===== src/rtl/gotc_pkg.sv =====
// Shared types, constants and helpers for the group offset table closure block.
// Used by the controller, the datapath and the top level; depends on nothing.
package gotc_pkg;

  localparam int MAX_GROUPS = 64;
  localparam int DEPTH      = MAX_GROUPS * MAX_GROUPS;
  localparam int ADDR_W     = $clog2(DEPTH);
  // Loop counters must hold one more than the last group plus one.
  localparam int COUNT_W    = $clog2(MAX_GROUPS + 2);

  localparam int CMD_W    = 2;
  localparam int GROUP_W  = 6;
  localparam int OFS_W    = 32;
  localparam int PASS_W   = 8;
  localparam int CFG_W    = 7;
  localparam int STATUS_W = 2;

  localparam logic [STATUS_W-1:0] ST_OK       = 2'd0;
  localparam logic [STATUS_W-1:0] ST_SAME     = 2'd1;
  localparam logic [STATUS_W-1:0] ST_INVALID  = 2'd2;
  localparam logic [STATUS_W-1:0] ST_MISMATCH = 2'd3;

  typedef enum logic [CMD_W-1:0] {
    OP_CLEAR,
    OP_ADD,
    OP_CLOSE,
    OP_READ
  } op_t;

  typedef struct packed {
    logic              set;
    logic [PASS_W-1:0] pass;
    logic [OFS_W-1:0]  x;
    logic [OFS_W-1:0]  y;
  } entry_t;

  localparam int ENTRY_W = $bits(entry_t);

  typedef enum logic [4:0] {
    S_INIT,
    S_IDLE,
    S_CLEAR,
    S_ADD,
    S_ADD_CHK,
    S_READ,
    S_READ_OUT,
    S_P1_TEST,
    S_P1_RDQ,
    S_P1_CMP,
    S_P2_PASS,
    S_XY_TEST,
    S_XY_DATA,
    S_Z_TEST,
    S_YZ_DATA,
    S_XZ_DATA,
    S_PASS_END
  } state_t;

  typedef enum logic [2:0] {RS_IN, RS_XY, RS_YX, RS_YZ, RS_XZ} rsel_t;
  typedef enum logic [1:0] {WS_CLR, WS_LINK, WS_SUM} wsel_t;
  typedef enum logic [2:0] {
    XY_HOLD,
    XY_P1_INIT,
    XY_P1_ROW,
    XY_P2_INIT,
    XY_P2_ROW,
    XY_Y_INC
  } xyop_t;
  typedef enum logic [1:0] {Z_HOLD, Z_INIT, Z_INC} zop_t;
  typedef enum logic [2:0] {
    RES_NONE,
    RES_ADD_ERR,
    RES_ADD,
    RES_READ,
    RES_CLOSE,
    RES_CLEAR
  } res_t;

  typedef struct packed {
    logic  latch_in;
    rsel_t rd_sel;
    logic  wr_en;
    wsel_t wr_sel;
    logic  clr_inc;
    xyop_t xy_op;
    zop_t  z_op;
    logic  hold_load;
    logic  p1_check;
    logic  sum_load;
    logic  xz_resolve;
    logic  pass_inc;
    res_t  res;
  } cmd_t;

  typedef struct packed {
    logic x_end;
    logic y_end;
    logic z_end;
    logic clr_last;
    logic rd_set;
    logic add_err;
    logic grew;
  } stat_t;

  function automatic logic [ADDR_W-1:0] cell_addr(input logic [31:0] row,
                                                  input logic [31:0] col);
    logic [31:0] flat;
    flat = row * MAX_GROUPS + col;
    return flat[ADDR_W-1:0];
  endfunction

endpackage


===== src/rtl/gotc_ctrl.sv =====
// Controller state machine for the group offset table closure block.
// Depends on gotc_pkg; drives the datapath through cmd_t and reads stat_t.
module gotc_ctrl (
  input  logic                       clk,
  input  logic                       rst,
  input  logic                       start,
  input  logic [gotc_pkg::CMD_W-1:0] command,
  input  gotc_pkg::stat_t            stat,
  output logic                       busy,
  output gotc_pkg::cmd_t             cmd
);
  import gotc_pkg::*;

  state_t state;
  state_t state_next;
  op_t    op;

  assign op   = op_t'(command);
  assign busy = (state != S_IDLE);

  always_ff @(posedge clk) begin
    if (rst) begin
      state <= S_INIT;
    end else begin
      state <= state_next;
    end
  end

  always_comb begin
    state_next = state;
    unique case (state)
      S_INIT: begin
        if (stat.clr_last) state_next = S_IDLE;
      end
      S_IDLE: begin
        if (start) begin
          unique case (op)
            OP_CLEAR: state_next = S_CLEAR;
            OP_ADD:   state_next = S_ADD;
            OP_CLOSE: state_next = S_P1_TEST;
            OP_READ:  state_next = S_READ;
          endcase
        end
      end
      S_CLEAR: begin
        if (stat.clr_last) state_next = S_IDLE;
      end
      S_ADD: begin
        state_next = stat.add_err ? S_IDLE : S_ADD_CHK;
      end
      S_ADD_CHK:  state_next = S_IDLE;
      S_READ:     state_next = S_READ_OUT;
      S_READ_OUT: state_next = S_IDLE;
      S_P1_TEST: begin
        if (stat.x_end) begin
          state_next = S_P2_PASS;
        end else if (!stat.y_end) begin
          state_next = S_P1_RDQ;
        end
      end
      S_P1_RDQ:  state_next = S_P1_CMP;
      S_P1_CMP:  state_next = S_P1_TEST;
      S_P2_PASS: state_next = S_XY_TEST;
      S_XY_TEST: begin
        if (stat.x_end) begin
          state_next = S_PASS_END;
        end else if (!stat.y_end) begin
          state_next = S_XY_DATA;
        end
      end
      S_XY_DATA: begin
        state_next = stat.rd_set ? S_Z_TEST : S_XY_TEST;
      end
      S_Z_TEST: begin
        state_next = stat.z_end ? S_XY_TEST : S_YZ_DATA;
      end
      S_YZ_DATA: begin
        state_next = stat.rd_set ? S_XZ_DATA : S_Z_TEST;
      end
      S_XZ_DATA: state_next = S_Z_TEST;
      S_PASS_END: begin
        state_next = stat.grew ? S_P2_PASS : S_IDLE;
      end
      default: state_next = S_INIT;
    endcase
  end

  always_comb begin
    cmd = '0;
    unique case (state)
      S_INIT: begin
        cmd.wr_en   = 1'b1;
        cmd.wr_sel  = WS_CLR;
        cmd.clr_inc = 1'b1;
      end
      S_IDLE: begin
        if (start) begin
          cmd.latch_in = 1'b1;
          if (op == OP_CLOSE) cmd.xy_op = XY_P1_INIT;
        end
      end
      S_CLEAR: begin
        cmd.wr_en   = 1'b1;
        cmd.wr_sel  = WS_CLR;
        cmd.clr_inc = 1'b1;
        if (stat.clr_last) cmd.res = RES_CLEAR;
      end
      S_ADD: begin
        if (stat.add_err) begin
          cmd.res = RES_ADD_ERR;
        end else begin
          cmd.rd_sel = RS_IN;
        end
      end
      S_ADD_CHK: begin
        cmd.wr_en  = !stat.rd_set;
        cmd.wr_sel = WS_LINK;
        cmd.res    = RES_ADD;
      end
      S_READ: begin
        cmd.rd_sel = RS_IN;
      end
      S_READ_OUT: begin
        cmd.res = RES_READ;
      end
      S_P1_TEST: begin
        if (!stat.x_end) begin
          if (stat.y_end) begin
            cmd.xy_op = XY_P1_ROW;
          end else begin
            cmd.rd_sel = RS_XY;
          end
        end
      end
      S_P1_RDQ: begin
        cmd.rd_sel    = RS_YX;
        cmd.hold_load = 1'b1;
      end
      S_P1_CMP: begin
        cmd.p1_check = 1'b1;
        cmd.xy_op    = XY_Y_INC;
      end
      S_P2_PASS: begin
        cmd.xy_op = XY_P2_INIT;
      end
      S_XY_TEST: begin
        if (!stat.x_end) begin
          if (stat.y_end) begin
            cmd.xy_op = XY_P2_ROW;
          end else begin
            cmd.rd_sel = RS_XY;
          end
        end
      end
      S_XY_DATA: begin
        cmd.hold_load = 1'b1;
        if (stat.rd_set) begin
          cmd.z_op = Z_INIT;
        end else begin
          cmd.xy_op = XY_Y_INC;
        end
      end
      S_Z_TEST: begin
        if (stat.z_end) begin
          cmd.xy_op = XY_Y_INC;
        end else begin
          cmd.rd_sel = RS_YZ;
        end
      end
      S_YZ_DATA: begin
        if (stat.rd_set) begin
          cmd.sum_load = 1'b1;
          cmd.rd_sel   = RS_XZ;
        end else begin
          cmd.z_op = Z_INC;
        end
      end
      S_XZ_DATA: begin
        cmd.xz_resolve = 1'b1;
        cmd.wr_en      = !stat.rd_set;
        cmd.wr_sel     = WS_SUM;
        cmd.z_op       = Z_INC;
      end
      S_PASS_END: begin
        cmd.pass_inc = 1'b1;
        if (!stat.grew) cmd.res = RES_CLOSE;
      end
      default: cmd = '0;
    endcase
  end

endmodule


===== config.mk =====
export PLATFORM = sky130hd
export DESIGN_NAME = gotc_ctrl
export DESIGN_NICKNAME = d
export VERILOG_FILES = /design/src/rtl/gotc_pkg.sv /design/src/rtl/gotc_ctrl.sv
export SDC_FILE = /design/constraint.sdc
export NUM_CORES = 1
export LEC_CHECK = 0
export ABC_AREA = 1
export BUFFER_PORTS_ARGS = -buffer_cell sky130_fd_sc_hd__buf_4
export CAP_MARGIN = 20
export CORE_MARGIN = 5
export CORE_UTILIZATION = 49
export CTS_CLUSTER_SIZE = 40
export DETAILED_ROUTE_END_ITERATION = 10
export GPL_TIMING_DRIVEN = 0
export PLACE_DENSITY = 0.94
export SLEW_MARGIN = 40
export SYNTH_ARGS = -nofsm -noshare
export SYNTH_HDL_FRONTEND = slang
export SYNTH_SLANG_ARGS = --single-unit
export TNS_END_PERCENT = 5

===== constraint.sdc =====
create_clock -name clk -period 3.6 [get_ports clk]
set_input_delay 0.54 -clock clk [delete_from_list [all_inputs] [get_ports clk]]
set_output_delay 0.54 -clock clk [all_outputs]
set_load 0.05 [all_outputs]

==> results.toml, run 1 <==
[final_layout]
drive_above_1_share_pct = 33.5
largest_reg_flops = 5
area_growth_pct = 40.2
finalInstanceArea_um2 = 1020
layout.nets = 183
diodes = 0
largest-register = "state"
largest_registers = "state (5)"

[route]
wl_per_cell_um = 12.7
drc_errors = 0
drtPass1Iterations = 4
routed_wl_mm = 2.37
antenna_left = 0
num_vias = 992
drt-initial-drc-count = 62
viasPerCell = 5.33

[worst_setup_path]
reg2regPathDepth = 6
crit_arrival_ns = 1.76
critPathKind = "reg2out"
slowest_delay_ns = 0.49
cp_num_buf_inv = 1
slowest_stage = "dfxtp_1"
r2r_start = "state[2]$_SDFFE_PP0P_"
critPathCaptureType = "output port"
startpoint_type = "flip-flop"
crit_required_ns = 3.06
crit_cells = 5
crit_start = "state[0]$_SDFFE_PP0P_"
r2r_slack_ns = 2.06
path_cells = "nand2_1 -> nor2_4 -> nand3_1 -> o311ai_1 -> buf_4"
critPathTopFamily = "flip-flops"
endpoint = "cmd[10]"
critPathMaxFanout = 7
reg2reg_to = "state[1]$_SDFFE_PP0P_"

[global_route]
grt_overflow_total = 0
gr-usage-all-layers_pct = 19.3
use_met2_pct = 31.5
grt_pass1_vias = 886
grt.met1_usage_pct = 24.4
antenna_found_initial = 0
gr-max-usage-layer = "met2"
grtUsageMet3_pct = 2.45
grt_max_degree = 9
grt_pass1_wl_mm = 3.78

[logic_synthesis]
ys_types = 24
synthesis.nets = 145
synthCells = 133
avgSynthCellArea_um2 = 5.49
ys_seq_area_share_pct = 13.7
synthesis.area_um2 = 731
ys_ff_latch = 5
ys_warn_count = 0

[placed_design]
gp_congestion = 0.929
placed_area_um2 = 998
hpwl_mm = 1.97
io_buffers = 33
post-place-ws_ns = 1.60

[clocking]
cts_made_buffers = 3
post_cts_buffers = 0
cts_tree = "built"
cts_hold_buf = 0
clockBufferDepth = 2
clk_transition_reported_paths_ns = 0.05
ctsResizeCount = 0
cts_root_buffer = "clkbuf_4"
cts_max_level = 1
cts.sinks = 5
insertion_delay_ns = 0.25

[timing]
slew_viol_final = 0
tightest_slew_ns = 0.440
setup_ws_ns = 1.30
rsz0062_at_grt = "false"
hold_viol_final = 0
period_minus_slack_ns = 2.30
finalSetupViolCount = 0
fmax_mhz = 435
relSlewSlack_pct = 70.4
setup_tns_ns = 0
fin_crit_sh_pct = 63.8
skew_ns = 0.00580
hold_ws_ns = 0.480

[power_and_ir_drop]
peakVddDrop_uv = 262
powerDensity_nw_per_um2 = 277
p_leak_nw = 0.578

[floorplan]
core_area_um2 = 1450
io_pins = 34
initial_core_util_pct = 50.3
dieArea_um2 = 2360
die_y_um = 48.6
die_x_um = 48.6
rows = 14

[status]
status = "finished clean"

[worst_hold_path]
hp-class = "in2reg"

[flow_run]
drv_cap = 0
-- Yosys cell counts --
master	number	share of area, %
nor3_1	1	0.68
nor2_2	3	2.6
o311ai_1	1	1.2
inv_2	3	1.5
nand4_1	5	4.3
nor2_1	29	15
o21ai_4	1	2.2
and2_1	1	0.86
nor4_1	1	0.86
a21oi_1	5	3.4
inv_1	16	8.2
nor2_4	3	4.6
nand2_1	28	14
inv_4	1	0.86
o21ai_1	3	2.1
nand3_1	11	7.5
o21ai_0	3	2.1
dfxtp_1	5	14
nand3_2	4	5.5
o211ai_1	1	1.0
o31ai_1	1	1.0
nor3b_1	1	1.0
nand2_2	4	3.4
buf_4	2	2.1
-- area by class of cell --
cell class / instances / area (um2)
timing repair buffer: 33 / 248
inverter: 20 / 77.6
tap: 16 / 20.0
fill: 135 / 429
sequential: 5 / 100
multi-input combinational: 106 / 538
clock buffer: 4 / 26.3
buffer: 2 / 15.0
-- per-stage QoR --
| stage | util, % | power [W] | std cells |
|---|---|---|---|
| 6_report | 70.5 | 0.000284 | 186 |
| 5_1_grt | 70.5 | 0.000300 | 186 |
| 4_1_cts | 70.5 | 0.000284 | 186 |
| 3_5_place_dp | 68.7 | 0.000216 | 182 |
| 3_3_place_gp | 68.7 | 0.000214 | 182 |
| 2_1_floorplan | - | 0.000171 | 133 |
-- worst min-delay path by stage --
stage	startpoint	end	depth (start not counted)
after CTS	rst	state[3]$_SDFFE_PP0P_	2
final	rst	state[3]$_SDFFE_PP0P_	2
after global routing	rst	state[3]$_SDFFE_PP0P_	2
after detailed placement	state[1]$_SDFFE_PP0P_	state[1]$_SDFFE_PP0P_	2
after global placement	state[1]$_SDFFE_PP0P_	state[1]$_SDFFE_PP0P_	2
after floorplan	state[1]$_SDFFE_PP0P_	state[1]$_SDFFE_PP0P_	2
-- per-layer routing --
layer	vias up	routed length [um]
met3	6	166
met4	0	51
met5	-	0
li1	507	-
met1	428	954
met2	51	1200
-- placed cells by master, fill, tap and decap left out, drive strengths merged --
| cell | n |
|---|---|
| nor3 | 1 |
| inv | 20 |
| o211ai | 1 |
| clkbuf | 4 |
| a21oi | 5 |
| nand4 | 5 |
| buf | 35 |
| o311ai | 1 |
| o31ai | 1 |
| nand2 | 32 |
| and2 | 1 |
| nor4 | 1 |
| nand3 | 15 |
| nor3b | 1 |
| nor2 | 35 |
| o21ai | 7 |
| dfxtp | 5 |
-- worst reg2reg max path, cell delays in order, from the launching register on --
cell and delay, ns:
dfxtp_1 0.51, nand2_2 0.17, nor3_1 0.42, nor2_1 0.10, nand3_1 0.11, nand2_1 0.05
a21oi_1 0.11
-- cell families (layout without fill, tap and decap cells) --
family / count (synthesis) / count (layout) / synth area share (%)
simple gates: 91 / 91 / 60.6
buf+inv: 22 / 59 / 12.7
flops: 5 / 5 / 13.7
compound gates: 15 / 15 / 13.0
-- report_power, final --
part	switching [W]	internal (W)	total [W]
sequential	0.00000989	0.0000595	0.0000694
clock	0.0000252	0.0000420	0.0000672
combinational	0.000102	0.0000455	0.000147
total	0.000137	0.000147	0.000284
(Power assumes the default switching activity.)
==> run 2, diff against run 1 <==
--- a/config.mk
+++ b/config.mk
@@ -9,11 +9,11 @@
 export BUFFER_PORTS_ARGS = -buffer_cell sky130_fd_sc_hd__buf_4
 export CAP_MARGIN = 20
 export CORE_MARGIN = 5
-export CORE_UTILIZATION = 49
+export CORE_UTILIZATION = 41
 export CTS_CLUSTER_SIZE = 40
 export DETAILED_ROUTE_END_ITERATION = 10
 export GPL_TIMING_DRIVEN = 0
-export PLACE_DENSITY = 0.94
+export PLACE_DENSITY = 0.86
 export SLEW_MARGIN = 40
 export SYNTH_ARGS = -nofsm -noshare
 export SYNTH_HDL_FRONTEND = slang
==> constraint.sdc (replaced) <==
create_clock -name clk -period 2.1 [get_ports clk]
set_input_delay 0.315 -clock clk [delete_from_list [all_inputs] [get_ports clk]]
set_output_delay 0.315 -clock clk [all_outputs]
set_load 0.05 [all_outputs]
==> run 2 against run 1 <==
Against the previous run: worst setup slack got worse by 1.2 ns; global-route usage fell by 1.4 points; via count fell by 1.2%; sequential share of layout area fell by 0.18 points.
==> results.toml, run 2 (synthesis gave the netlist of run 1 again) <==
[route]
antenna_left = 0
viasPerCell = 5.03
routed_wl_mm = 2.27
drc_errors = 0
drt-initial-drc-count = 30
wl_per_cell_um = 11.7
drtPass1Iterations = 4
num_vias = 980

[flow_run]
drv_cap = 0

[timing]
period_minus_slack_ns = 2.00
fmax_mhz = 501
rsz0062_at_grt = "false"
hold_viol_final = 0
tightest_slew_ns = 0.340
finalSetupViolCount = 0
relSlewSlack_pct = 77.3
setup_ws_ns = 0.105
fin_crit_sh_pct = 95.0
slew_viol_final = 0
skew_ns = 0.00487

[final_layout]
largest_registers = "state (5)"
seq_area_um2 = 100
diodes = 0
finalInstanceArea_um2 = 1040
final_common_cell = "buf_4"
multiInputGateArea_um2 = 546
area_growth_pct = 42.8
largest-register = "state"
layout.nets = 183
final_cells = 195
largest_reg_flops = 5
fillers = 175
drive_above_1_share_pct = 34.7
layout_common_cells = "buf_4 (35), nor2_1 (28), nand2_1 (28)"

[floorplan]
die_x_um = 52.2
io_pins = 34
die_y_um = 52.2
dieArea_um2 = 2730
initial_core_util_pct = 42.8
core_area_um2 = 1710
rows = 15

[placed_design]
io_buffers = 33
hpwl_mm = 1.93
placed_area_um2 = 1010
dp_cells = 191
post-place-ws_ns = 0.389
gp_congestion = 0.897

[worst_setup_path]
crit_arrival_ns = 1.68
crit_required_ns = 1.78
critPathMaxFanout = 7
critPathCaptureType = "output port"
path_cells = "nand3_2 -> nor2_2 -> nor2_1 -> o31ai_1 -> buf_4"
startpoint_type = "flip-flop"
critPathKind = "reg2out"
slowest_stage = "dfxtp_1"
slowest_delay_ns = 0.49

[power_and_ir_drop]
p_leak_nw = 0.578
powerDensity_nw_per_um2 = 465
power.total_w = 0.000485
peakVddDrop_uv = 353

[clocking]
clk_transition_reported_paths_ns = 0.05
cts_max_level = 1
cts_made_buffers = 3
insertion_delay_ns = 0.24
cts_root_buffer = "clkbuf_4"
cts.sinks = 5
clockBufferDepth = 2
post_cts_buffers = 0
cts_tree = "built"

[global_route]
grt_overflow_total = 0
grt_max_degree = 9
gr-usage-all-layers_pct = 18.0
grt_pass1_vias = 945
grt_pass1_wl_mm = 3.79
antenna_found_initial = 0

[status]
status = "finished clean"

[worst_hold_path]
hp-class = "in2reg"
-- run 2: cell counts in the layout (fill, tap and decap cells not counted) --
Identical to the previous run, type by type.
-- run 2: what timing repair did --
item / 4_1_cts / 5_1_grt
setup endpoints to repair: 0 / 1
hold buffers: 0 / 0
gates resized for setup: 0 / 1
-- run 2: metal layers --
layer	vias to the layer above	share of wire [%]	track usage (%)
met5	-	0	0
met4	0	0.88	7.66
met2	51	50	30.3
li1	504	-	-
met1	421	41	22.5
met3	4	7.8	2.56
-- run 2: stage by stage --
step | TNS (ns) | hold slack (ns) | util (%)
final | 0 | 0.258 | 61.1
after global routing | 0 | 0.250 | 61.1
after floorplan | -0.797 | 0.384 | -
after global placement | 0 | 0.509 | 59.4
after CTS | 0 | 0.256 | 61.0
after detailed placement | 0 | 0.516 | 59.4
-- run 2: final cells by class --
| cell class | instances | area share, % |
|---|---|---|
| multi-input combinational | 106 | 52.3 |
| tap | 25 | 3.00 |
| clock buffer | 4 | 2.52 |
| buffer | 2 | 1.44 |
| sequential | 5 | 9.59 |
| timing repair buffer | 33 | 23.7 |
| inverter | 20 | 7.43 |
-- run 2: critical path, delay by kind of cell, from the launching register on --
family / cells / cell delay, ns
AOI/OAI and AO/OA: 1 / 0.20
buffers and inverters: 1 / 0.24
DFF: 1 / 0.49
and+or+nand+nor: 3 / 0.50
-- run 2: worst paths after layout --
path                               from               endpoint  slack (ns)  cells past startpoint
setup / recovery  state[1]$_SDFFE_PP0P_                cmd[17]        0.10                      5
hold / removal                      rst  state[3]$_SDFFE_PP0P_        0.26                      2
setup reg to reg  state[1]$_SDFFE_PP0P_  state[3]$_SDFFE_PP0P_        0.62                      7
hold reg to reg   state[0]$_SDFFE_PP0P_  state[0]$_SDFFE_PP0P_        0.62                      2
-- run 2: power breakdown --
| group | switching [W] | total [W] | internal [W] | leakage (nW) |
|---|---|---|---|---|
| combinational | 0.000176 | 0.000254 | 0.0000781 | 0.523 |
| sequential | 0.0000162 | 0.000118 | 0.000102 | 0.0407 |
| clock | 0.0000411 | 0.000113 | 0.0000719 | 0.0150 |
| total | 0.000233 | 0.000485 | 0.000252 | 0.578 |
